File: src/hdl/spq_pkg.sv
// package for the sorted priority queue unit
// types, sizes and opcodes; no dependencies
`timescale 1ns / 1ps
`default_nettype none
package spq_pkg;
   localparam int CAPACITY = 16;
   localparam int IDX_W = $clog2(CAPACITY);
   localparam int CNT_W = $clog2(CAPACITY + 1);

   typedef logic [1:0] opcode_type;
   localparam opcode_type OP_INSERT = 2'd0;
   localparam opcode_type OP_REMOVE = 2'd1;

   typedef logic [1:0] status_type;
   localparam status_type ST_OK    = 2'd0;
   localparam status_type ST_EMPTY = 2'd1;
   localparam status_type ST_FULL  = 2'd2;

   typedef struct packed {
      logic signed [31:0] value;
      logic signed [31:0] priority_key;
   } entry_type;

   typedef enum logic [2:0] {
      S_IDLE,
      S_SCAN,
      S_SHIFT,
      S_PLACE,
      S_DRAIN
   } state_type;
endpackage
`default_nettype wire

File: src/hdl/spq_ram.sv
// simple dual-port entry memory, one write and one registered read per cycle
// depends on spq_pkg
`timescale 1ns / 1ps
`default_nettype none
module spq_ram (
   input  wire                    clock,
   input  wire                    wr_en,
   input  wire [spq_pkg::IDX_W-1:0] wr_addr,
   input  spq_pkg::entry_type     wr_data,
   input  wire [spq_pkg::IDX_W-1:0] rd_addr,
   output spq_pkg::entry_type     rd_data
);
   import spq_pkg::*;
   entry_type mem [CAPACITY];

   always_ff @(posedge clock) begin
      if (wr_en) begin
         mem[wr_addr] <= wr_data;
      end
      rd_data <= mem[rd_addr];
   end
endmodule
`default_nettype wire

File: src/hdl/sorted_priority_queue_unit.sv
// top level of the sorted priority queue unit: sequencer around one entry memory
// depends on spq_pkg and spq_ram
//
// channel  | direction | handshake                 | payload
// req      | in        | start & !busy             | opcode, item_value, item_priority
// rsp      | out       | rsp_valid (one cycle)     | head_value, head_priority, status, count
//
// empty or full case: no busy, result in the next cycle; peek: busy while the head is read
// insert: reads entries from the tail down, one per cycle, moving each lower one up,
//   then writes the new entry in the gap; remove: shifts each later entry down one place
// the memory port is the limit: one read and one write per cycle
// reset clears the state, the count and rsp_valid; the receiver cannot stall
`timescale 1ns / 1ps
`default_nettype none
module sorted_priority_queue_unit (
   input  wire                    clock,
   input  wire                    reset,
   input  wire                    start,
   output logic                   busy,
   input  spq_pkg::opcode_type    req_opcode,
   input  wire signed [31:0]      req_item_value,
   input  wire signed [31:0]      req_item_priority,
   output logic                   rsp_valid,
   output logic signed [31:0]     rsp_head_value,
   output logic signed [31:0]     rsp_head_priority,
   output spq_pkg::status_type    rsp_status,
   output logic [4:0]             rsp_entry_count
);
   import spq_pkg::*;

   state_type state_ff, state_in;
   logic [CNT_W-1:0] count_ff, count_in;
   logic [CNT_W-1:0] ptr_ff, ptr_in;
   entry_type item_ff, item_in;
   logic rm_ff, rm_in;

   logic wr_en;
   logic [IDX_W-1:0] wr_addr, rd_addr;
   entry_type wr_data, rd_data;

   logic rsp_valid_in;
   entry_type rsp_item_in;
   status_type rsp_status_in;

   spq_ram u_ram (
      .clock(clock), .wr_en(wr_en), .wr_addr(wr_addr), .wr_data(wr_data),
      .rd_addr(rd_addr), .rd_data(rd_data)
   );

   always_ff @(posedge clock) begin
      if (reset) begin
         state_ff  <= S_IDLE;
         count_ff  <= '0;
         rsp_valid <= 1'b0;
      end else begin
         state_ff  <= state_in;
         count_ff  <= count_in;
         rsp_valid <= rsp_valid_in;
      end
      ptr_ff  <= ptr_in;
      item_ff <= item_in;
      rm_ff   <= rm_in;
      if (rsp_valid_in) begin
         rsp_head_value    <= rsp_item_in.value;
         rsp_head_priority <= rsp_item_in.priority_key;
         rsp_status        <= rsp_status_in;
         rsp_entry_count   <= 5'(count_in);
      end
   end

   assign busy = (state_ff != S_IDLE);

   // insert: ptr walks from the tail; rd_data holds entry ptr-1 in S_SHIFT
   // remove: ptr walks up from 1; rd_data holds entry ptr in S_DRAIN
   always_comb begin
      state_in      = state_ff;
      count_in      = count_ff;
      ptr_in        = ptr_ff;
      item_in       = item_ff;
      rm_in         = rm_ff;
      wr_en         = 1'b0;
      wr_addr       = IDX_W'(ptr_ff);
      wr_data       = item_ff;
      rd_addr       = '0;
      rsp_valid_in  = 1'b0;
      rsp_item_in   = item_ff;
      rsp_status_in = ST_OK;
      case (state_ff)
         S_IDLE: begin
            item_in.value        = req_item_value;
            item_in.priority_key = req_item_priority;
            rm_in                = (req_opcode == OP_REMOVE);
            if (start) begin
               if (req_opcode == OP_INSERT) begin
                  if (count_ff >= CNT_W'(CAPACITY)) begin
                     rsp_valid_in  = 1'b1;
                     rsp_item_in   = item_in;
                     rsp_status_in = ST_FULL;
                  end else if (count_ff == '0) begin
                     ptr_in   = '0;
                     state_in = S_PLACE;
                  end else begin
                     ptr_in   = count_ff;
                     rd_addr  = IDX_W'(count_ff - 1'b1);
                     state_in = S_SHIFT;
                  end
               end else if (count_ff == '0) begin
                  rsp_valid_in           = 1'b1;
                  rsp_item_in.value      = -32'sd1;
                  rsp_item_in.priority_key = '0;
                  rsp_status_in          = ST_EMPTY;
               end else begin
                  rd_addr  = '0;
                  state_in = S_SCAN;
               end
            end
         end
         S_SCAN: begin
            // rd_data is the head
            item_in = rd_data;
            if (rm_ff && count_ff > CNT_W'(1)) begin
               ptr_in   = CNT_W'(1);
               rd_addr  = IDX_W'(1);
               state_in = S_DRAIN;
            end else begin
               rsp_valid_in = 1'b1;
               rsp_item_in  = rd_data;
               if (rm_ff) count_in = count_ff - 1'b1;
               state_in = S_IDLE;
            end
         end
         S_DRAIN: begin
            wr_en   = 1'b1;
            wr_addr = IDX_W'(ptr_ff - 1'b1);
            wr_data = rd_data;
            if (ptr_ff + 1'b1 < count_ff) begin
               ptr_in  = ptr_ff + 1'b1;
               rd_addr = IDX_W'(ptr_ff + 1'b1);
            end else begin
               rsp_valid_in = 1'b1;
               count_in     = count_ff - 1'b1;
               state_in     = S_IDLE;
            end
         end
         S_SHIFT: begin
            if (rd_data.priority_key < item_ff.priority_key) begin
               wr_en   = 1'b1;
               wr_data = rd_data;
               ptr_in  = ptr_ff - 1'b1;
               if (ptr_ff == CNT_W'(1)) begin
                  state_in = S_PLACE;
               end else begin
                  rd_addr = IDX_W'(ptr_ff - 2'd2);
               end
            end else begin
               state_in = S_PLACE;
            end
         end
         S_PLACE: begin
            wr_en        = 1'b1;
            wr_data      = item_ff;
            rsp_valid_in = 1'b1;
            count_in     = count_ff + 1'b1;
            state_in     = S_IDLE;
         end
         default: begin
            state_in = S_IDLE;
         end
      endcase
   end
endmodule
`default_nettype wire
File: config.mk
export PLATFORM = sky130hd
export DESIGN_NAME = sorted_priority_queue_unit
export DESIGN_NICKNAME = d
export VERILOG_FILES = /design/src/hdl/spq_pkg.sv /design/src/hdl/spq_ram.sv /design/src/hdl/sorted_priority_queue_unit.sv
export SDC_FILE = /design/constraint.sdc
export NUM_CORES = 2
export LEC_CHECK = 0
export ABC_AREA = 1
export BUFFER_PORTS_ARGS = -buffer_cell sky130_fd_sc_hd__buf_4
export CAP_MARGIN = 20
export CORE_MARGIN = 1
export CORE_UTILIZATION = 24
export DETAILED_ROUTE_END_ITERATION = 12
export HOLD_SLACK_MARGIN = 0.12
export PLACE_DENSITY = 0.5
export RECOVER_POWER = 25
export SYNTH_ARGS = -nofsm -noshare
export SYNTH_HDL_FRONTEND = slang
export SYNTH_SLANG_ARGS = --single-unit
File: constraint.sdc
create_clock -name clock -period 11.6 [get_ports clock]
set_input_delay 1.16 -clock clock [delete_from_list [all_inputs] [get_ports clock]]
set_output_delay 1.16 -clock clock [all_outputs]
set_load 0.005 [all_outputs]
Word-level counts from Yosys, hierarchy flattened:

Memories as Yosys holds them, arrays and structs flattened. A register that Yosys moved wholly into a read port is not among the register bits.
Cells that the tools add are included.

* register bits: 150
* bits in writable memories: 1024
* input port bits: 69
* output and inout bits: 73
* word-level logic and storage cells: 103
* memories: 1

Memory list
* u_ram.mem: words 16, width 64, read ports 1, clocked after Yosys merged registers in 1, write ports 1, RTL line spq_ram.sv:14 `entry_type mem [CAPACITY];`

* $add $sub $neg: 5
* order comparisons: 4
* equality and inequality tests: 16
* multiplexer cells: 55
* reductions and logical operators: 11

Operators by type and width (count)
* 64-bit two-way mux: 6
* 64-bit one-hot mux with 2 select lines: 3
* 5-bit two-way mux: 10
* 32-bit less-than comparator: 1
* 4-bit two-way mux: 8
* 3-bit two-way mux: 8
* 5-bit one-hot mux with 4 select lines: 1
* 4-bit one-hot mux with 4 select lines: 1
* 5-bit one-hot mux with 3 select lines: 1
* 2-bit inequality test (second input constant): 7
* 1-bit two-way mux: 12
* 3-bit one-hot mux with 4 select lines: 1
* 5-bit by 1-bit adder with 5-bit output (second input constant): 2
* 5-bit by 1-bit subtractor with 5-bit output (second input constant): 2
* 3-bit inequality test (second input constant): 3
* 7-bit AND reduction: 1
* 3-bit by 2-bit equality test with 1-bit output (second input constant): 2
* 5-bit by 1-bit equality test with 1-bit output (second input constant): 1
* 5-bit >= comparator (second input constant): 1
* 5-bit by 1-bit > comparator with 1-bit output (second input constant): 1
* 5-bit zero test: 1
* 5-bit less-than comparator: 1
* 5-bit AND reduction: 1
* 2-bit two-way mux: 2
* 14 further kinds: 14

Longest topological paths before layout:

* depth in word-level cells: 6
* mapped depth: 24
* mapped depth without buffers: 22

By module:

A second synthesis with hierarchy kept.

* cell total of the unflattened synthesis: 5269
* area, all modules: 54567.3 um2

Modules (own cells, without submodules)
* spq_ram: times used 1, cells each 4210, area each 45285.9 um2, sequential area each 32030.7 um2
* sorted_priority_queue_unit: times used 1, cells each 1059, area each 9281.4 um2, sequential area each 4414.2 um2

Worst setup path before layout:

OpenSTA, ideal clock, no wires.

* path type: register -> register
* start point: reg item_ff[21] (netlist name)
* end point: mem u_ram.mem[6][0] (netlist name) (enable)
* library setup time: 0.565 ns
* data arrival time: 6.261 ns
* required time: 11.035 ns
* path slack: 4.774 ns
* cell stages (with the launch flop): 16
* clock period less this slack: 6.826 ns
* cell sequence: edfxtp_1 > inv_1 > ha_1 > a21oi_1 > nor2_1 > nor3_1 > a21oi_1 > nor2_1 > nand2_1 > nand2_1 > nand2_1 > nand2_1 > nand2_1 > nand2_1 > inv_1 > nor3_1

* longest elaborated chain between the ends: 5

Ends and longest elaborated chain
* start, declared: RTL line sorted_priority_queue_unit.sv:34 `entry_type item_ff, item_in;`
* start signal, assigned: RTL line sorted_priority_queue_unit.sv:61 `item_ff <= item_in;`
* 32-bit less-than comparator: RTL line sorted_priority_queue_unit.sv:146 `if (rd_data.priority_key < item_ff.priority_key) begin`
* 1-bit two-way mux: RTL line sorted_priority_queue_unit.sv:146
* 1-bit one-hot mux with 2 select lines: RTL line sorted_priority_queue_unit.sv:88 `case (state_ff)`
* 1-bit two-way mux: RTL line spq_ram.sv:17 `if (wr_en) begin`
* 1-bit two-way mux (implied by the code): RTL line spq_ram.sv:18 `mem[wr_addr] <= wr_data;`
* end, declared: RTL line spq_ram.sv:14

Every way passes these cells.

==> results by group <==
Outcome
  – Outcome: finished, violations left
  – Failing checks: max-capacitance violations, max-slew violations

Synth
  – Post-synth ARST share: 0
  – Top FF cell, synth: edfxtp_1
  – Post-Synth XOR/XNOR Area: 0.00134
  – Mux contribution to synthesized area: 0.00108
  – #FFs+latches synth: about 1200
  – Adder-cell area share of the yosys netlist: 0.0108
  – Post-Syn Instances: about 4700
  – Synth Area in Simple Gates: 0.218
  – Syn Nets: approximately 4800
  – Main combinational cell family by area after synthesis: simple AND/OR/NAND/NOR gates
  – Synth unique cells: 43
  – Area fraction in compound gates after synthesis: 0.0318
  – Area of the mapped netlist: approximately 0.052 mm^2
  – Post-synth EDFFs: 1165
  – Post-synthesis sequential area ratio: 0.696
  – YS warnings: 0
  – Syn avg cell area: roughly 11 um^2

Route
  – Drt pass-1 iters: 6
  – Post-route ant nets: 0
  – Vias/cell: 4.72
  – Detailed Route Iter0 Violations: approximately 3500
  – Drt drc: 0
  – DR WL/cell: slightly above 20 um
  – Routed wire length: 158000 um
  – Vias: around 36000

Power
  – Psw: 5.59 mW
  – Leakage power: between 20 and 25 nW
  – Clock network power share: 0.257
  – Combinational Power Share: 0.311
  – Pwr/cell area: 257 mW/mm^2
  – Maximum vdd drop: about 0.21 mV
  – Switching fraction of total power: 0.361
  – Sequential Power Share: 0.432
  – Tot Pwr: around 15 mW
  – Pint: just under 10 mW

Placed design
  – Routability Congestion: 0.784
  – Hpwl dp: ~83000 um
  – Area after DPL: between 0.05 and 0.06 mm^2
  – PortBufs: 141

Clocking
  – Inserted Clock Buffers: 120
  – Reg clk slew, reported paths: around 0.070 ns
  – CTS tree: yes
  – H-Tree Depth: 3
  – Worst-case clock buffer depth: 3
  – # resized after CTS: 0
  – Clock Latency Late Sink: ~0.75 ns
  – Clk sink count: ~1200
  – Setup Buffers After CTS: 0
  – Clock root buffer: clkbuf_16
  – Cts hold-fix bufs: 0

Cells and area
  – Multi-input gate area: between 0.01 and 0.015 mm^2
  – Final core utilization: 0.278
  – FF/Latch Area: between 0.03 and 0.04 mm^2
  – Synthesis-to-layout area growth: 15.2%
  – Fillers: approximately 22000
  – Fin nets: 4813
  – Layout cells sized above 1: 0.0868
  – Design area: slightly above 0.06 mm^2

STA
  – Fin Setup TNS: 0 ns
  – RSZ-0062 raised after global routing: no
  – Fin Hold WS: about 0.56 ns
  – Achievable Freq: approximately 130 MHz
  – Clock skew: 0.0236 ns
  – Slew Limit Fails: 560
  – Fin. Hold Viols: 0
  – Fin crit period: between 7 and 8 ns
  – Worst relative slew slack: -1.83
  – Final setup violation count: 0
  – Fin crit share: 0.683
  – Least-Margin Pin Slew: around 4.2 ns

Critical path
  – Class of the most critical setup path: reg2reg
  – Critical path's largest stage delay: between 2 and 3 ns
  – R2R cell count: 10
  – Worst path slowest cell: clkbuf_1
  – Worst Path Required: between 10 and 15 ns
  – Crit-path max FO: 65
  – Critical path arrival: about 8.4 ns
  – Crit-path most repeated cell: clkbuf_1
  – Critical path cell sequence: inv_1 -> nand2_1 -> nor2_1 -> clkbuf_1 -> clkinvlp_2 -> nor2_4 -> clkbuf_1 -> nand2_1 -> o211ai_1 -> clkbuf_1
  – CP endpoint kind: flip-flop
  – Reg-to-reg critical path startpoint: state_ff[2]
  – FF-to-FF End: rsp_head_priority[31]
  – Flop-to-flop setup slack: around 3.7 ns
  – Setup crit start kind: flip-flop

Worst hold path
  – Hold depth: 2
  – Startpoint of the worst hold path: u_ram.rd_data[63]
  – Worst min path class: reg2reg
  – Worst Hold End: item_ff[63]

Flow run
  – Max cap viols: 15

Global routing
  – Initial antenna violation count: 4
  – GRT overflow: 0
  – Vias in the first global route: 35000
  – Total track usage: 0.140
  – Pin count of the biggest net entering global routing: approximately 200
  – First-pass GRT wire length: about 230000 um

Floorplan
  – Die X: 469 um
  – Die Ht: 469 um
  – # IOs: between 100 and 150
  – Row count: 171
  – Initial Util: 0.241
  – Die Area: around 0.22 mm^2
  – Core area: roughly 0.22 mm^2
## registers in the layout (all words and copies together) (netlist names)
| signal | flops |
|---|---|
| count_ff | 5 |
| item_ff | 64 |
| ptr_ff | 5 |
| rm_ff | 1 |
| rsp_entry_count | 5 |
| rsp_head_priority | 32 |
| rsp_head_value | 32 |
| rsp_status | 2 |
| rsp_valid | 1 |
| state_ff | 3 |
| u_ram.mem | 1024 |
| u_ram.rd_data | 64 |
## power by group through the flow
stage / logic [mW] / clock network (mW) / registers, mW
after global routing: 5.33 / 4.22 / 6.75
after global placement: 4.83 / 0 / 6.76
after floorplan: 2.84 / 0 / 6.67
final: 4.82 / 3.98 / 6.69
after CTS: 4.91 / 4.06 / 6.68
after detailed placement: 4.89 / 0 / 6.77
## worst max path at each step
stage / start / end / cells past startpoint
6_report: state_ff[2] / rsp_head_priority[31] / 10
5_1_grt: state_ff[2] / rsp_head_priority[31] / 10
4_1_cts: item_ff[31] / u_ram.rd_data[4] / 18
3_5_place_dp: item_ff[31] / u_ram.rd_data[4] / 18
3_3_place_gp: item_ff[31] / u_ram.rd_data[6] / 18
2_1_floorplan: item_ff[21] / u_ram.mem[6][0] / 15
## logic make-up after synthesis
logic type / after synthesis
compound gates: 285
fa+ha+maj: 45
xor+xnor: 8
mux: 5
flops: 1238
buf+inv: 496
simple gates: 2577
## per-layer routing
layer  track usage  vias up  share of wire
li1              -    16700              -
met1         0.184    18100           0.44
met2         0.240     1138           0.49
met3        0.0166      200          0.053
met4        0.0401        0          0.024
met5             0        -              0
## final cells by class
cell class                 instances  area share
antenna                            3    0.000124
sequential                      1238       0.604
tap                             2854      0.0592
clock inverter                    76      0.0119
multi-input combinational       2920       0.230
inverter                         174      0.0111
timing repair buffer             245      0.0298
clock buffer                     152      0.0540
## placed cells by master (no fill, tap or decap), drive strengths merged, types with 35 or more instances in the layout
cell / n
nand2: 1159
nand3: 1311
o211ai: 35
edfxtp: 1165
a21oi: 43
clkinv: 59
buf: 151
nor2: 83
ha: 45
o21ai: 160
inv: 174
dfxtp: 73
clkbuf: 246
## worst max-delay path, delay by kind of cell, from the launching register on
family / cells / cell delay [ns]
flip-flops: 1 / 0.36
AO/OA/AOI/OAI: 1 / 0.32
AND/OR/NAND/NOR: 4 / 0.77
buffers and inverters: 5 / 6.15
## per-stage QoR
stage / worst slack (ns) / cells
floorplan: 4.77 / 4654
global placement: 5.60 / 7424
detailed placement: 5.52 / 7426
CTS: 5.52 / 7654
global route: 3.06 / 7661
finish: 3.68 / 7662
## synth_stat cells, types with 3 or more instances
library cell	number	area, um^2
buf_2	120	601
clkbuf_1	135	507
o211ai_1	35	263
nand4_1	6	37.5
dfxtp_1	73	1460
nand3_1	1310	6560
a32oi_1	17	149
mux2_2	5	56.3
a22oi_1	3	22.5
nor2_1	81	304
xor2_1	6	52.6
nor3_1	14	70.1
o22a_1	3	26.3
nand2_1	1157	4340
inv_1	170	638
a21oi_1	42	210
buf_4	27	203
edfxtp_1	1165	35000
buf_1	37	139
ha_1	45	563
o21ai_0	160	801
a31oi_1	14	87.6
Note: power is estimated with default switching activity, not from simulation.
